### config.mk
export PLATFORM = sky130hd
export DESIGN_NAME = tick_delay_waiter_table
export DESIGN_NICKNAME = d
export VERILOG_FILES = /design/src/design/tdw_pkg.sv /design/src/design/tdw_ram.sv /design/src/design/tdw_ctrl.sv /design/src/design/tdw_dp.sv /design/src/design/tick_delay_waiter_table.sv
export SDC_FILE = /design/constraint.sdc
export NUM_CORES = 2
export LEC_CHECK = 0
export ABC_AREA = 1
export BUFFER_PORTS_ARGS = -buffer_cell sky130_fd_sc_hd__buf_2
export CELL_PAD_IN_SITES_DETAIL_PLACEMENT = 2
export CELL_PAD_IN_SITES_GLOBAL_PLACEMENT = 2
export CORE_ASPECT_RATIO = 0.7
export CORE_MARGIN = 2
export CORE_UTILIZATION = 45
export CTS_CLUSTER_DIAMETER = 50
export DETAILED_ROUTE_END_ITERATION = 6
export GPL_TIMING_DRIVEN = 1
export PLACE_DENSITY = 0.81
export REMOVE_ABC_BUFFERS = 1
export SETUP_SLACK_MARGIN = 0.15
export SYNTH_ARGS = -nofsm -noshare
export SYNTH_HDL_FRONTEND = slang
export SYNTH_SLANG_ARGS = --single-unit
### constraint.sdc
create_clock -name clk -period 6.3 [get_ports clk]
set_clock_uncertainty 0.15 [all_clocks]
set_input_delay 0.63 -clock clk [delete_from_list [all_inputs] [get_ports clk]]
set_output_delay 0.63 -clock clk [all_outputs]
set_load 0.01 [all_outputs]
### src/design/tdw_pkg.sv
// ----------------------------------------------------------------------------
// tdw_pkg
// Shared types and codes for the tick delay waiter table: request and reply
// words, reply kinds, controller states and the command/status groups.
// ----------------------------------------------------------------------------
package tdw_pkg;

	localparam logic [1:0] REQ_TIME  = 2'd0;
	localparam logic [1:0] REQ_DELAY = 2'd1;
	localparam logic [1:0] REQ_UNTIL = 2'd2;
	localparam logic [1:0] REQ_TICK  = 2'd3;

	localparam logic [2:0] KIND_TIME   = 3'd0;
	localparam logic [2:0] KIND_TICK   = 3'd1;
	localparam logic [2:0] KIND_DELAY  = 3'd2;
	localparam logic [2:0] KIND_UNTIL  = 3'd3;
	localparam logic [2:0] KIND_REJECT = 3'd4;

	typedef struct packed {
		logic [1:0]  req_type;
		logic [31:0] tick_arg;
		logic [7:0]  requester_id;
	} req_t;

	typedef struct packed {
		logic [7:0]  reply_to;
		logic [2:0]  reply_kind;
		logic [31:0] tick_value;
		logic        last_reply;
	} rsp_t;

	typedef enum logic [1:0] {
		ST_IDLE,
		ST_SCAN,
		ST_FLUSH
	} state_t;

	typedef struct packed {
		logic accept;
		logic step;
		logic push_last;
	} cmd_t;

	typedef struct packed {
		logic in_scan;
		logic in_stay;
		logic release_hit;
		logic scan_last;
		logic out_free;
	} sts_t;

endpackage

### src/design/tdw_ram.sv
// ----------------------------------------------------------------------------
// tdw_ram
// Generic single-write, single-read RAM with a registered read port. The
// read data holds while no read is issued.
// ----------------------------------------------------------------------------
module tdw_ram #(
	parameter int WIDTH = 42,
	parameter int DEPTH = 32
) (
	input  logic                                   clk,
	input  logic                                   we,
	input  logic [(DEPTH > 1 ? $clog2(DEPTH) : 1)-1:0] waddr,
	input  logic [WIDTH-1:0]                       wdata,
	input  logic                                   re,
	input  logic [(DEPTH > 1 ? $clog2(DEPTH) : 1)-1:0] raddr,
	output logic [WIDTH-1:0]                       rdata
);

	logic [WIDTH-1:0] mem_q [DEPTH];

	always_ff @(posedge clk) begin
		if (we) begin
			mem_q[waddr] <= wdata;
		end
		if (re) begin
			rdata <= mem_q[raddr];
		end
	end

endmodule

### src/design/tdw_ctrl.sv
// ----------------------------------------------------------------------------
// tdw_ctrl
// Controller: takes a request word, steps the datapath through the waiter
// scan after a tick, and hands over the final reply.
// ----------------------------------------------------------------------------
module tdw_ctrl import tdw_pkg::*; (
	input  logic clk,
	input  logic arst_n,
	input  logic req_valid,
	output logic req_ready,
	input  sts_t sts,
	output cmd_t cmd
);

	state_t state_q;
	state_t state_d;

	always_ff @(posedge clk or negedge arst_n) begin
		if (!arst_n) begin
			state_q <= ST_IDLE;
		end else begin
			state_q <= state_d;
		end
	end

	always_comb begin
		state_d = state_q;
		case (state_q)
			ST_IDLE: begin
				if (req_valid) begin
					if (sts.in_scan) begin
						state_d = ST_SCAN;
					end else if (!sts.in_stay) begin
						state_d = ST_FLUSH;
					end
				end
			end
			ST_SCAN: begin
				if ((!sts.release_hit || sts.out_free) && sts.scan_last) begin
					state_d = ST_FLUSH;
				end
			end
			ST_FLUSH: begin
				if (sts.out_free) begin
					state_d = ST_IDLE;
				end
			end
			default: state_d = ST_IDLE;
		endcase
	end

	always_comb begin
		req_ready     = 1'b0;
		cmd.accept    = 1'b0;
		cmd.step      = 1'b0;
		cmd.push_last = 1'b0;
		case (state_q)
			ST_IDLE: begin
				req_ready  = 1'b1;
				cmd.accept = req_valid;
			end
			// A release needs the output register free, since it pushes the
			// previous pending reply out.
			ST_SCAN: cmd.step = !sts.release_hit || sts.out_free;
			ST_FLUSH: cmd.push_last = sts.out_free;
			default: begin
				req_ready = 1'b0;
			end
		endcase
	end

endmodule

### src/design/tdw_dp.sv
// ----------------------------------------------------------------------------
// tdw_dp
// Datapath: tick counter, waiter table in RAM kept packed in insertion
// order, scan and compaction counters, pending reply and output register.
// ----------------------------------------------------------------------------
module tdw_dp import tdw_pkg::*; #(
	parameter int WAITER_SLOTS = 32,
	parameter int ID_BITS      = 8
) (
	input  logic clk,
	input  logic arst_n,
	input  req_t req,
	input  cmd_t cmd,
	output sts_t sts,
	output logic rsp_valid,
	input  logic rsp_ready,
	output rsp_t rsp
);

	localparam int CNT_W  = $clog2(WAITER_SLOTS + 1);
	localparam int IDX_W  = WAITER_SLOTS > 1 ? $clog2(WAITER_SLOTS) : 1;
	localparam int ENT_W  = 32 + ID_BITS + 2;
	localparam int WIDE_W = ID_BITS > 8 ? ID_BITS : 8;

	logic [31:0]      tick_q;
	logic [CNT_W-1:0] cnt_q;
	logic [CNT_W-1:0] idx_q;
	logic [CNT_W-1:0] kept_q;
	logic             rsp_valid_q;
	rsp_t             pend_q;
	rsp_t             rsp_q;

	logic [ENT_W-1:0] rd_data;
	logic [ENT_W-1:0] wr_data;
	logic [IDX_W-1:0] wr_addr;
	logic [IDX_W-1:0] rd_addr;
	logic             wr_en;
	logic             rd_en;

	logic             is_tick;
	logic             is_delay;
	logic             full;
	logic [31:0]      tick_inc;
	logic [31:0]      new_deadline;
	logic [1:0]       new_kind;
	logic [WIDE_W-1:0] who_wide;
	logic [WIDE_W-1:0] ent_id_wide;
	logic [31:0]      ent_deadline;
	logic [1:0]       ent_kind;
	logic [CNT_W-1:0] idx_plus;
	logic             hit;
	logic             last;
	logic             load_rsp;
	rsp_t             rel_word;

	assign is_tick  = req.req_type == REQ_TICK;
	assign is_delay = req.req_type == REQ_DELAY || req.req_type == REQ_UNTIL;
	assign full     = cnt_q == CNT_W'(WAITER_SLOTS);
	assign tick_inc = tick_q + 32'd1;

	assign new_deadline = (req.req_type == REQ_DELAY) ? tick_q + req.tick_arg : req.tick_arg;
	assign new_kind     = (req.req_type == REQ_DELAY) ? KIND_DELAY[1:0] : KIND_UNTIL[1:0];
	assign who_wide     = WIDE_W'(req.requester_id);

	assign ent_deadline = rd_data[ENT_W-1 -: 32];
	assign ent_id_wide  = WIDE_W'(rd_data[2 +: ID_BITS]);
	assign ent_kind     = rd_data[1:0];

	assign idx_plus = idx_q + CNT_W'(1);
	assign hit      = ent_deadline <= tick_q;
	assign last     = idx_plus == cnt_q;

	always_comb begin
		rel_word.reply_to   = ent_id_wide[7:0];
		rel_word.reply_kind = {1'b0, ent_kind};
		rel_word.tick_value = tick_q;
		rel_word.last_reply = 1'b0;
	end

	// New waiters go to the end of the table; kept waiters slide down to the
	// compaction pointer, which never passes the read pointer.
	always_comb begin
		wr_en   = (cmd.accept && is_delay && !full) || (cmd.step && !hit);
		wr_addr = cmd.accept ? cnt_q[IDX_W-1:0] : kept_q[IDX_W-1:0];
		wr_data = cmd.accept ? {new_deadline, who_wide[ID_BITS-1:0], new_kind} : rd_data;
		rd_en   = (cmd.accept && is_tick) || (cmd.step && !last);
		rd_addr = cmd.accept ? '0 : idx_plus[IDX_W-1:0];
	end

	tdw_ram #(
		.WIDTH(ENT_W),
		.DEPTH(WAITER_SLOTS)
	) u_ram (
		.clk   (clk),
		.we    (wr_en),
		.waddr (wr_addr),
		.wdata (wr_data),
		.re    (rd_en),
		.raddr (rd_addr),
		.rdata (rd_data)
	);

	assign load_rsp = (cmd.step && hit) || cmd.push_last;

	always_ff @(posedge clk or negedge arst_n) begin
		if (!arst_n) begin
			tick_q      <= '0;
			cnt_q       <= '0;
			rsp_valid_q <= 1'b0;
		end else begin
			if (cmd.accept && is_tick) begin
				tick_q <= tick_inc;
			end
			if (cmd.accept && is_delay && !full) begin
				cnt_q <= cnt_q + CNT_W'(1);
			end else if (cmd.step && last) begin
				cnt_q <= hit ? kept_q : kept_q + CNT_W'(1);
			end
			if (load_rsp) begin
				rsp_valid_q <= 1'b1;
			end else if (rsp_ready) begin
				rsp_valid_q <= 1'b0;
			end
		end
	end

	// The newest reply waits in the pending register until it is known
	// whether another reply follows it, which sets its last mark.
	always_ff @(posedge clk) begin
		if (cmd.accept) begin
			pend_q.reply_to   <= req.requester_id;
			pend_q.tick_value <= is_tick ? tick_inc : tick_q;
			pend_q.last_reply <= 1'b0;
			case (req.req_type)
				REQ_TIME: pend_q.reply_kind <= KIND_TIME;
				REQ_TICK: pend_q.reply_kind <= KIND_TICK;
				default: pend_q.reply_kind <= KIND_REJECT;
			endcase
			idx_q  <= '0;
			kept_q <= '0;
		end
		if (cmd.step) begin
			idx_q <= idx_plus;
			if (hit) begin
				rsp_q  <= pend_q;
				pend_q <= rel_word;
			end else begin
				kept_q <= kept_q + CNT_W'(1);
			end
		end
		if (cmd.push_last) begin
			rsp_q.reply_to   <= pend_q.reply_to;
			rsp_q.reply_kind <= pend_q.reply_kind;
			rsp_q.tick_value <= pend_q.tick_value;
			rsp_q.last_reply <= 1'b1;
		end
	end

	always_comb begin
		sts.in_scan     = is_tick && cnt_q != '0;
		sts.in_stay     = is_delay && !full;
		sts.release_hit = hit;
		sts.scan_last   = last;
		sts.out_free    = !rsp_valid_q || rsp_ready;
	end

	assign rsp_valid = rsp_valid_q;
	assign rsp       = rsp_q;

endmodule

### src/design/tick_delay_waiter_table.sv
// A time query or a rejected delay passes its single reply word through the
// pending and output registers; an accepted delay is stored with no reply.
// A tick scans the N stored waiters at one RAM read per cycle unless a
// release waits on a busy output register. One request is in work at a
// time. Reset clears the tick count, the waiter count and the output valid;
// the RAM is not cleared.
// ----------------------------------------------------------------------------
// tick_delay_waiter_table
// Tick counter with a bounded table of delayed requesters, released in
// insertion order when their deadline is reached.
// ----------------------------------------------------------------------------
module tick_delay_waiter_table import tdw_pkg::*; #(
	parameter int WAITER_SLOTS = 32,
	parameter int ID_BITS      = 8
) (
	input  logic clk,
	input  logic arst_n,
	input  logic req_valid,
	output logic req_ready,
	input  req_t req,
	output logic rsp_valid,
	input  logic rsp_ready,
	output rsp_t rsp
);

	cmd_t cmd;
	sts_t sts;

	tdw_ctrl u_ctrl (
		.clk       (clk),
		.arst_n    (arst_n),
		.req_valid (req_valid),
		.req_ready (req_ready),
		.sts       (sts),
		.cmd       (cmd)
	);

	tdw_dp #(
		.WAITER_SLOTS(WAITER_SLOTS),
		.ID_BITS     (ID_BITS)
	) u_dp (
		.clk       (clk),
		.arst_n    (arst_n),
		.req       (req),
		.cmd       (cmd),
		.sts       (sts),
		.rsp_valid (rsp_valid),
		.rsp_ready (rsp_ready),
		.rsp       (rsp)
	);

endmodule

# Yosys cells after proc, flatten, opt, wreduce, memory -nomap -nowiden
# Memories as Yosys holds them, arrays and structs flattened. A register that Yosys moved wholly into a read port is not among the register bits.
# Cells that the tools add are included.
dict set report totals {
  input_bits 46
  ramBits 1344
  regBits 141
  n_memories 1
}
# memory depth word_bits read_ports rd_ports_with_merged_regs write_ports line
set memory_table {}
lappend memory_table {u_dp.u_ram.mem_q 32 42 1 1 1 tdw_ram.sv:19} ;# logic [WIDTH-1:0] mem_q [DEPTH];
dict set report classes {
  mux 35
  n_eq_ne 11
  n_addsub 5
  n_lt_le_gt_ge 1
  reduce_logical 31
}
# operator n
set ops {}
lappend ops {{$mux W44} 6}
lappend ops {{$mux W32} 2}
lappend ops {{$mux W6} 8}
lappend ops {{$mux W42} 1}
lappend ops {{$add A32 B1 Y32 const B} 1}
lappend ops {{$add A32 B32 Y32} 1}
lappend ops {{$le A32 B32 Y1} 1}
lappend ops {{$add A6 B1 Y6 const B} 3}
lappend ops {{$logic_and A1 B1 Y1} 10}
lappend ops {{$mux W2} 5}
lappend ops {{$mux W5} 2}
lappend ops {{$reduce_bool A2 Y1} 5}
lappend ops {{$mux W1} 9}
lappend ops {{$eq A2 B2 Y1 const B} 3}
lappend ops {{$eq A6 B6 Y1} 1}
lappend ops {{$eq A6 B6 Y1 const B} 1}
lappend ops {{$logic_or A1 B1 Y1} 6}
lappend ops {{$pmux W2 S3} 1}
lappend ops {{$pmux W3 S2} 1}
lappend ops {{$reduce_bool A6 Y1} 1}
lappend ops {{$eq A2 B1 Y1 const B} 2}
lappend ops {{$logic_not A1 Y1} 4}
lappend ops {{$logic_not A2 Y1} 2}
lappend ops {{$ne A2 B1 Y1 const B} 2}
lappend ops {{4 further kinds} 5}

# Logic depth before layout (Yosys ltp)
dict set report depth {
  word_depth 8
  mapped_depth 20
}

# Cells and area by module
# From an unflattened synthesis, not the netlist that was laid out.
dict set report hier_totals {
  hier_cells 6146
  hier_area_um2 65834.4
}
# mod instances area_per_inst_um2 cells_per_inst
set by_module_without_submodules {}
lappend by_module_without_submodules {tdw_ram 1 55449.4 4625}
lappend by_module_without_submodules {tdw_dp 1 10236.1 1497}
lappend by_module_without_submodules {tdw_ctrl 1 148.9 24}

# Worst setup path after synthesis
# OpenSTA, ideal clock, no wires.
dict set report synth_timing {
  path_kind {register to register}
  startpoint {register u_dp.tick_q[16]}
  endpoint {register u_dp.u_ram.rdata[0], read port of u_dp.u_ram.mem_q, enable pin}
  synth_period_minus_slack_ns 5.487
  path_stages_with_launch 11
  t_arrival_ns 4.837
  slack_ns 0.813
  n_path_buf 0
  path_cell_list {dfrtp_1 > clkinv_1 > ha_1 > nand4_1 > nor4_4 > nand2_1 > nand2_2 > nand2_4 > nand2_1 > nand2_1 > o21ai_0}
}
dict set report synth_between {
  elab_chain_cells 6
}
# item line
set synth_lines {}
lappend synth_lines {{start, declared} tdw_dp.sv:25} ;# logic [31:0] tick_q;
lappend synth_lines {{start signal, assigned} tdw_dp.sv:112} ;# tick_q <= tick_inc;
lappend synth_lines {{$le A32 B32 Y1} tdw_dp.sv:70} ;# assign hit = ent_deadline <= tick_q;
lappend synth_lines {{$logic_not A1 Y1} tdw_ctrl.sv:64} ;# ST_SCAN: cmd.step = !sts.release_hit || sts.out_free;
lappend synth_lines {{$logic_or A1 B1 Y1} tdw_ctrl.sv:64}
lappend synth_lines {{$mux W1} tdw_ctrl.sv:57} ;# case (state_q)
lappend synth_lines {{$logic_and A1 B1 Y1} tdw_dp.sv:86} ;# rd_en = (cmd.accept && is_tick) || (cmd.step && !last);
lappend synth_lines {{$logic_or A1 B1 Y1} tdw_dp.sv:86}
lappend synth_lines {{via u_dp.rd_en} tdw_dp.sv:38} ;# logic rd_en;
lappend synth_lines {{end, declared} tdw_ram.sv:16} ;# output logic [WIDTH-1:0] rdata
# The timed path passes the listed nets, and every way through them passes these cells.
# A chain may end at the register's enable or synchronous reset.

# Final worst setup path
dict set report layout_timing {
  startpoint {register u_dp.tick_q[13]}
  endpoint {memory u_dp.u_ram.mem_q[20][15], enable pin}
}
dict set report layout_between {
  elab_chain_cells 8
}
# item line
set layout_lines {}
lappend layout_lines {{$le A32 B32 Y1 *} tdw_dp.sv:70}
lappend layout_lines {{$logic_not A1 Y1 *} {tdw_ctrl.sv:64, tdw_dp.sv:83}}
lappend layout_lines {{$logic_or A1 B1 Y1} tdw_ctrl.sv:64}
lappend layout_lines {{$mux W1} tdw_ctrl.sv:57}
lappend layout_lines {{$logic_and A1 B1 Y1 *} tdw_dp.sv:83} ;# wr_en = (cmd.accept && is_delay && !full) || (cmd.step && !hit);
lappend layout_lines {{$logic_or A1 B1 Y1 *} tdw_dp.sv:83}
lappend layout_lines {{$mux W1 *} tdw_ram.sv:22} ;# if (we) begin
lappend layout_lines {{$mux W1 (not written as such) *} tdw_ram.sv:23} ;# mem_q[waddr] <= wdata;
lappend layout_lines {{end, declared} tdw_ram.sv:19}
# Mark *: on every way between the ends. The rest lies on a longest branch, timed or not.

==> flow_metrics.env <==
export IMPL_status="finished, violations left"
export IMPL_violations="max-capacitance violations, max-slew violations"
export IMPL_worst_path_max_fanout=25
export IMPL_path_delay_family="simple AND/OR/NAND/NOR gates"
export IMPL_holdPathStages=3
export IMPL_final_layout_size_suffix_gt1_share_pct=14.3
export IMPL_fp_dieW_um=461
export IMPL_ctsHtreeMaxLevel=4
export IMPL_syn_area_um2=65700
export IMPL_synth_top_area_share_pct=65.6
export IMPL_grt_max_degree=149
export IMPL_final_max_slew_viol_count=33
export IMPL_syn_area_per_cell_um2=12.5
export IMPL_yosysWarnings=0
export IMPL_antenna_found_initial=39
export IMPL_nNetsFinal=5430
export IMPL_cts_sink_count=1527
export IMPL_cts_tree="yes"
export IMPL_max_freq_ghz=0.188
export IMPL_maxSlewHeadroom_pct=-1.18
export IMPL_io_pin_count=92
export IMPL_clk_pin_slew_ns=0.07
export IMPL_hold_viol=0
export IMPL_cp_end_kind="flip-flop"
export IMPL_cts_root_buf="clkbuf_16"
export IMPL_vdd_ir_drop_max_mv=0.414
export IMPL_met1_usage_pct=51.2
export IMPL_dr_pass1_iters=6
export IMPL_ys_seq_area_share_pct=68.7
export IMPL_use_met3_pct=11.1
export IMPL_post_drt_wl_per_cell_um=40.3
export IMPL_gr_usage_met2_pct=62.8
export IMPL_top_usage_layer="met2"
export IMPL_io_buffers=91
export IMPL_yosys_area_top_type="edfxtp_1"
export IMPL_numCtsBuffers=158
export IMPL_utilization_pct=50.8
export IMPL_hpwlAfterDp_mm=176
export IMPL_nFillCells=13798
export IMPL_remaining_drc_errors=0
export IMPL_grt_pass1_vias=52000
export IMPL_antenna_left=0
export IMPL_grt_use_total_pct=39.9
export IMPL_worst_path_buf_inv=3
export IMPL_die_h_um=324
export IMPL_routed_wl_mm=299
export IMPL_hold_path_class="input port to flip-flop"
export IMPL_dieArea_um2=149000
export IMPL_crit_slowest_cell="nor2_4"
export IMPL_synthTopCellsByArea="edfxtp_1, o211ai_1, nand2_1"
export IMPL_viasPerCell=6.75
export IMPL_syn2layout_area_growth_pct=12.4
export IMPL_vias=50007
export IMPL_tightest_slew_ns=1.51
export IMPL_setup_violations=0
export IMPL_cts_max_path_buffers=3
export IMPL_cp_start_kind="flip-flop"
export IMPL_coreArea_um2=145000
export IMPL_start_util_pct=45.2
export IMPL_max_stage_delay_ns=1.15
export IMPL_netlist_instances=5248
export IMPL_path_depth=15
export IMPL_grt_overflow=0
export IMPL_min_period_ns=5.33
export IMPL_hold_slack_ns=0.0528
export IMPL_row_count=117
export IMPL_rsz0062_at_grt="false"
export IMPL_ys_types=51
export IMPL_crit_type="flip-flop to flip-flop"
export IMPL_worstPathArrival_ns=5.73
export IMPL_cts_resized=0
export IMPL_totalPowerFinal_w=0.0404
export IMPL_gp_congestion=0.885
export IMPL_crit_path_cell_trace="clkinv_1 > ha_1 > nand2_1 > nor2_1 > nand2_1 > inv_1 > nand2_1 > nand2_1 > nand2_1 > nand2_2 > nand3_1 > nand2_1 > nand2_1 > nor2_4 > buf_4"
export IMPL_cp_common_cell="nand2_1"
export IMPL_insertion_delay_ns=0.85
export IMPL_ys_ff_latch=1527
export IMPL_grt_pass1_wl_mm=417
export IMPL_cp_required_ns=6.70
export IMPL_dr_first_iter_drc_count=7911
export IMPL_final_period_utilization_pct=84.6
export IMPL_maxCapViolCount=2
export IMPL_cellPowerDensity_nw_per_um2=548
export IMPL_power_leakage_nw=24.2
export IMPL_worstRegToRegCells=15
==> stage by stage <==
| stage | area, µm² | std cells | setup WS [ns] | TNS, ns |
|---|---|---|---|---|
| after global placement | 68700 | 7113 | 1.55 | 0 |
| after floorplan | 64100 | 4923 | -1.23 | -51.73 |
| after global routing | 73800 | 7403 | 0.788 | 0 |
| after detailed placement | 68700 | 7113 | 1.11 | 0 |
| after CTS | 73800 | 7401 | 1.07 | 0 |
| final | 73800 | 7413 | 0.970 | 0 |
==> synthesized netlist by cell type (all sizes together) <==
| master | n |
|---|---|
| dfrtp | 41 |
| a21oi | 74 |
| inv | 184 |
| o22ai | 1 |
| o311ai | 42 |
| a21boi | 2 |
| clkbuf | 160 |
| o41ai | 1 |
| o221ai | 12 |
| clkinv | 6 |
| xnor2 | 12 |
| nor4 | 3 |
| dfxtp | 51 |
| o211ai | 636 |
| a31oi | 1 |
| nand2 | 600 |
| o21a | 6 |
| o31ai | 127 |
| a21o | 3 |
| xor2 | 36 |
| buf | 165 |
| ha | 70 |
| edfxtp | 1435 |
| o21bai | 9 |
| nand3 | 296 |
| or2 | 506 |
| o21ai | 156 |
| nand4 | 16 |
| nand3b | 2 |
| fa | 1 |
| nor3 | 26 |
| nor2 | 568 |
==> cell families (layout without fill, tap and decap cells) <==
kind of cell               after synthesis  after routing  synth area share, %
xor gates and xnor gates                48             48                0.640
adders and majority gates               71             71                 1.36
other                                    0             11                    0
buffers and inverters                  515            706                 3.47
AOI/OAI and AO/OA                     1070           1070                 11.5
DFF                                   1527           1527                 68.7
and+or+nand+nor                       2017           2017                 14.4
==> cell usage in the layout (no fill, tap or decap), types with 41 or more instances in the layout <==
cell type	n
edfxtp_1	1435
o211ai_1	636
nand2_1	587
nor2_1	526
nand3_1	292
or2_2	243
inv_1	174
clkbuf_16	165
or2_0	162
o21ai_0	128
o31ai_1	127
buf_4	120
or2_1	101
buf_2	91
a21oi_1	71
ha_1	69
dfxtp_1	51
dfrtp_1	41
==> worst paths after layout <==
kind,start,to,slack [ns]
worst max-delay path,u_dp.tick_q[13]$_DFFE_PN0P_,u_dp.u_ram.mem_q[20][15]$_DFFE_PP_,0.97
worst min-delay path,req_valid,u_ctrl.state_q[0]$_DFFE_PN0P_,0.05
worst max register to register,u_dp.tick_q[13]$_DFFE_PN0P_,u_dp.u_ram.mem_q[20][15]$_DFFE_PP_,0.97
worst min register to register,u_dp.rsp[0]$_SDFFE_PP1P_,u_dp.rsp[0]$_SDFFE_PP1P_,0.38
max in group asynchronous,arst_n,u_dp.tick_q[6]$_DFFE_PN0P_,5.13
min in group asynchronous,arst_n,u_dp.rsp_valid$_DFFE_PN0P_,0.27
==> what timing repair did <==
action,in CTS,in global routing
hold buffers,2,0
endpoints found under the hold margin,42,0
buffers inserted,0,0
==> worst reg2reg max path: stages, from the launching register on <==
cell	delay, ns
dfrtp_1	0.41
clkinv_1	0.28
ha_1	0.40
nand2_1	0.05
nor2_1	0.14
nand2_1	0.09
inv_1	0.06
nand2_1	0.05
nand2_1	0.11
nand2_1	0.08
nand2_2	0.20
nand3_1	0.39
nand2_1	0.45
nand2_1	0.64
nor2_4	1.15
buf_4	0.40
==> per-layer routing <==
| layer | part of all wire (%) | up-vias | wire length (µm) |
|---|---|---|---|
| li1 | - | 19479 | - |
| met1 | 38 | 26051 | 112000 |
| met2 | 46 | 3589 | 136000 |
| met3 | 11 | 862 | 33400 |
| met4 | 5.5 | 26 | 16300 |
| met5 | 0.057 | - | 169 |
==> where the power goes <==
| part | leakage, nW | total, W | internal, W | switching, W |
|---|---|---|---|---|
| logic | 7.87 | 0.0168 | 0.00370 | 0.0131 |
| registers | 13.9 | 0.0139 | 0.0134 | 0.000487 |
| clock network | 2.45 | 0.00975 | 0.00528 | 0.00447 |
| total | 24.2 | 0.0404 | 0.0224 | 0.0181 |
==> sequential cells by signal, summed over array words and instances (netlist names) <==
| signal | flops |
|---|---|
| u_dp.u_ram.rdata | 42 |
| u_dp.kept_q | 6 |
| u_dp.rsp | 44 |
| u_dp.rsp_valid | 1 |
| u_dp.cnt_q | 6 |
| u_dp.u_ram.mem_q | 1344 |
| u_dp.idx_q | 6 |
| u_ctrl.state_q | 2 |
| u_dp.pend_q | 44 |
| u_dp.tick_q | 32 |
==> cell type report <==
class | count | area [µm²] | share of cell area, %
diodes | 11 | 27.5 | 0.0373
clock buffers | 210 | 4350 | 5.89
clock inverters | 76 | 678 | 0.919
inverters | 190 | 739 | 1.00
multi-input cells | 3206 | 18700 | 25.3
flip-flops and latches | 1527 | 45100 | 61.1
well taps | 1963 | 2460 | 3.33
repair buffers | 230 | 1720 | 2.34
(Power assumes the default switching activity.)
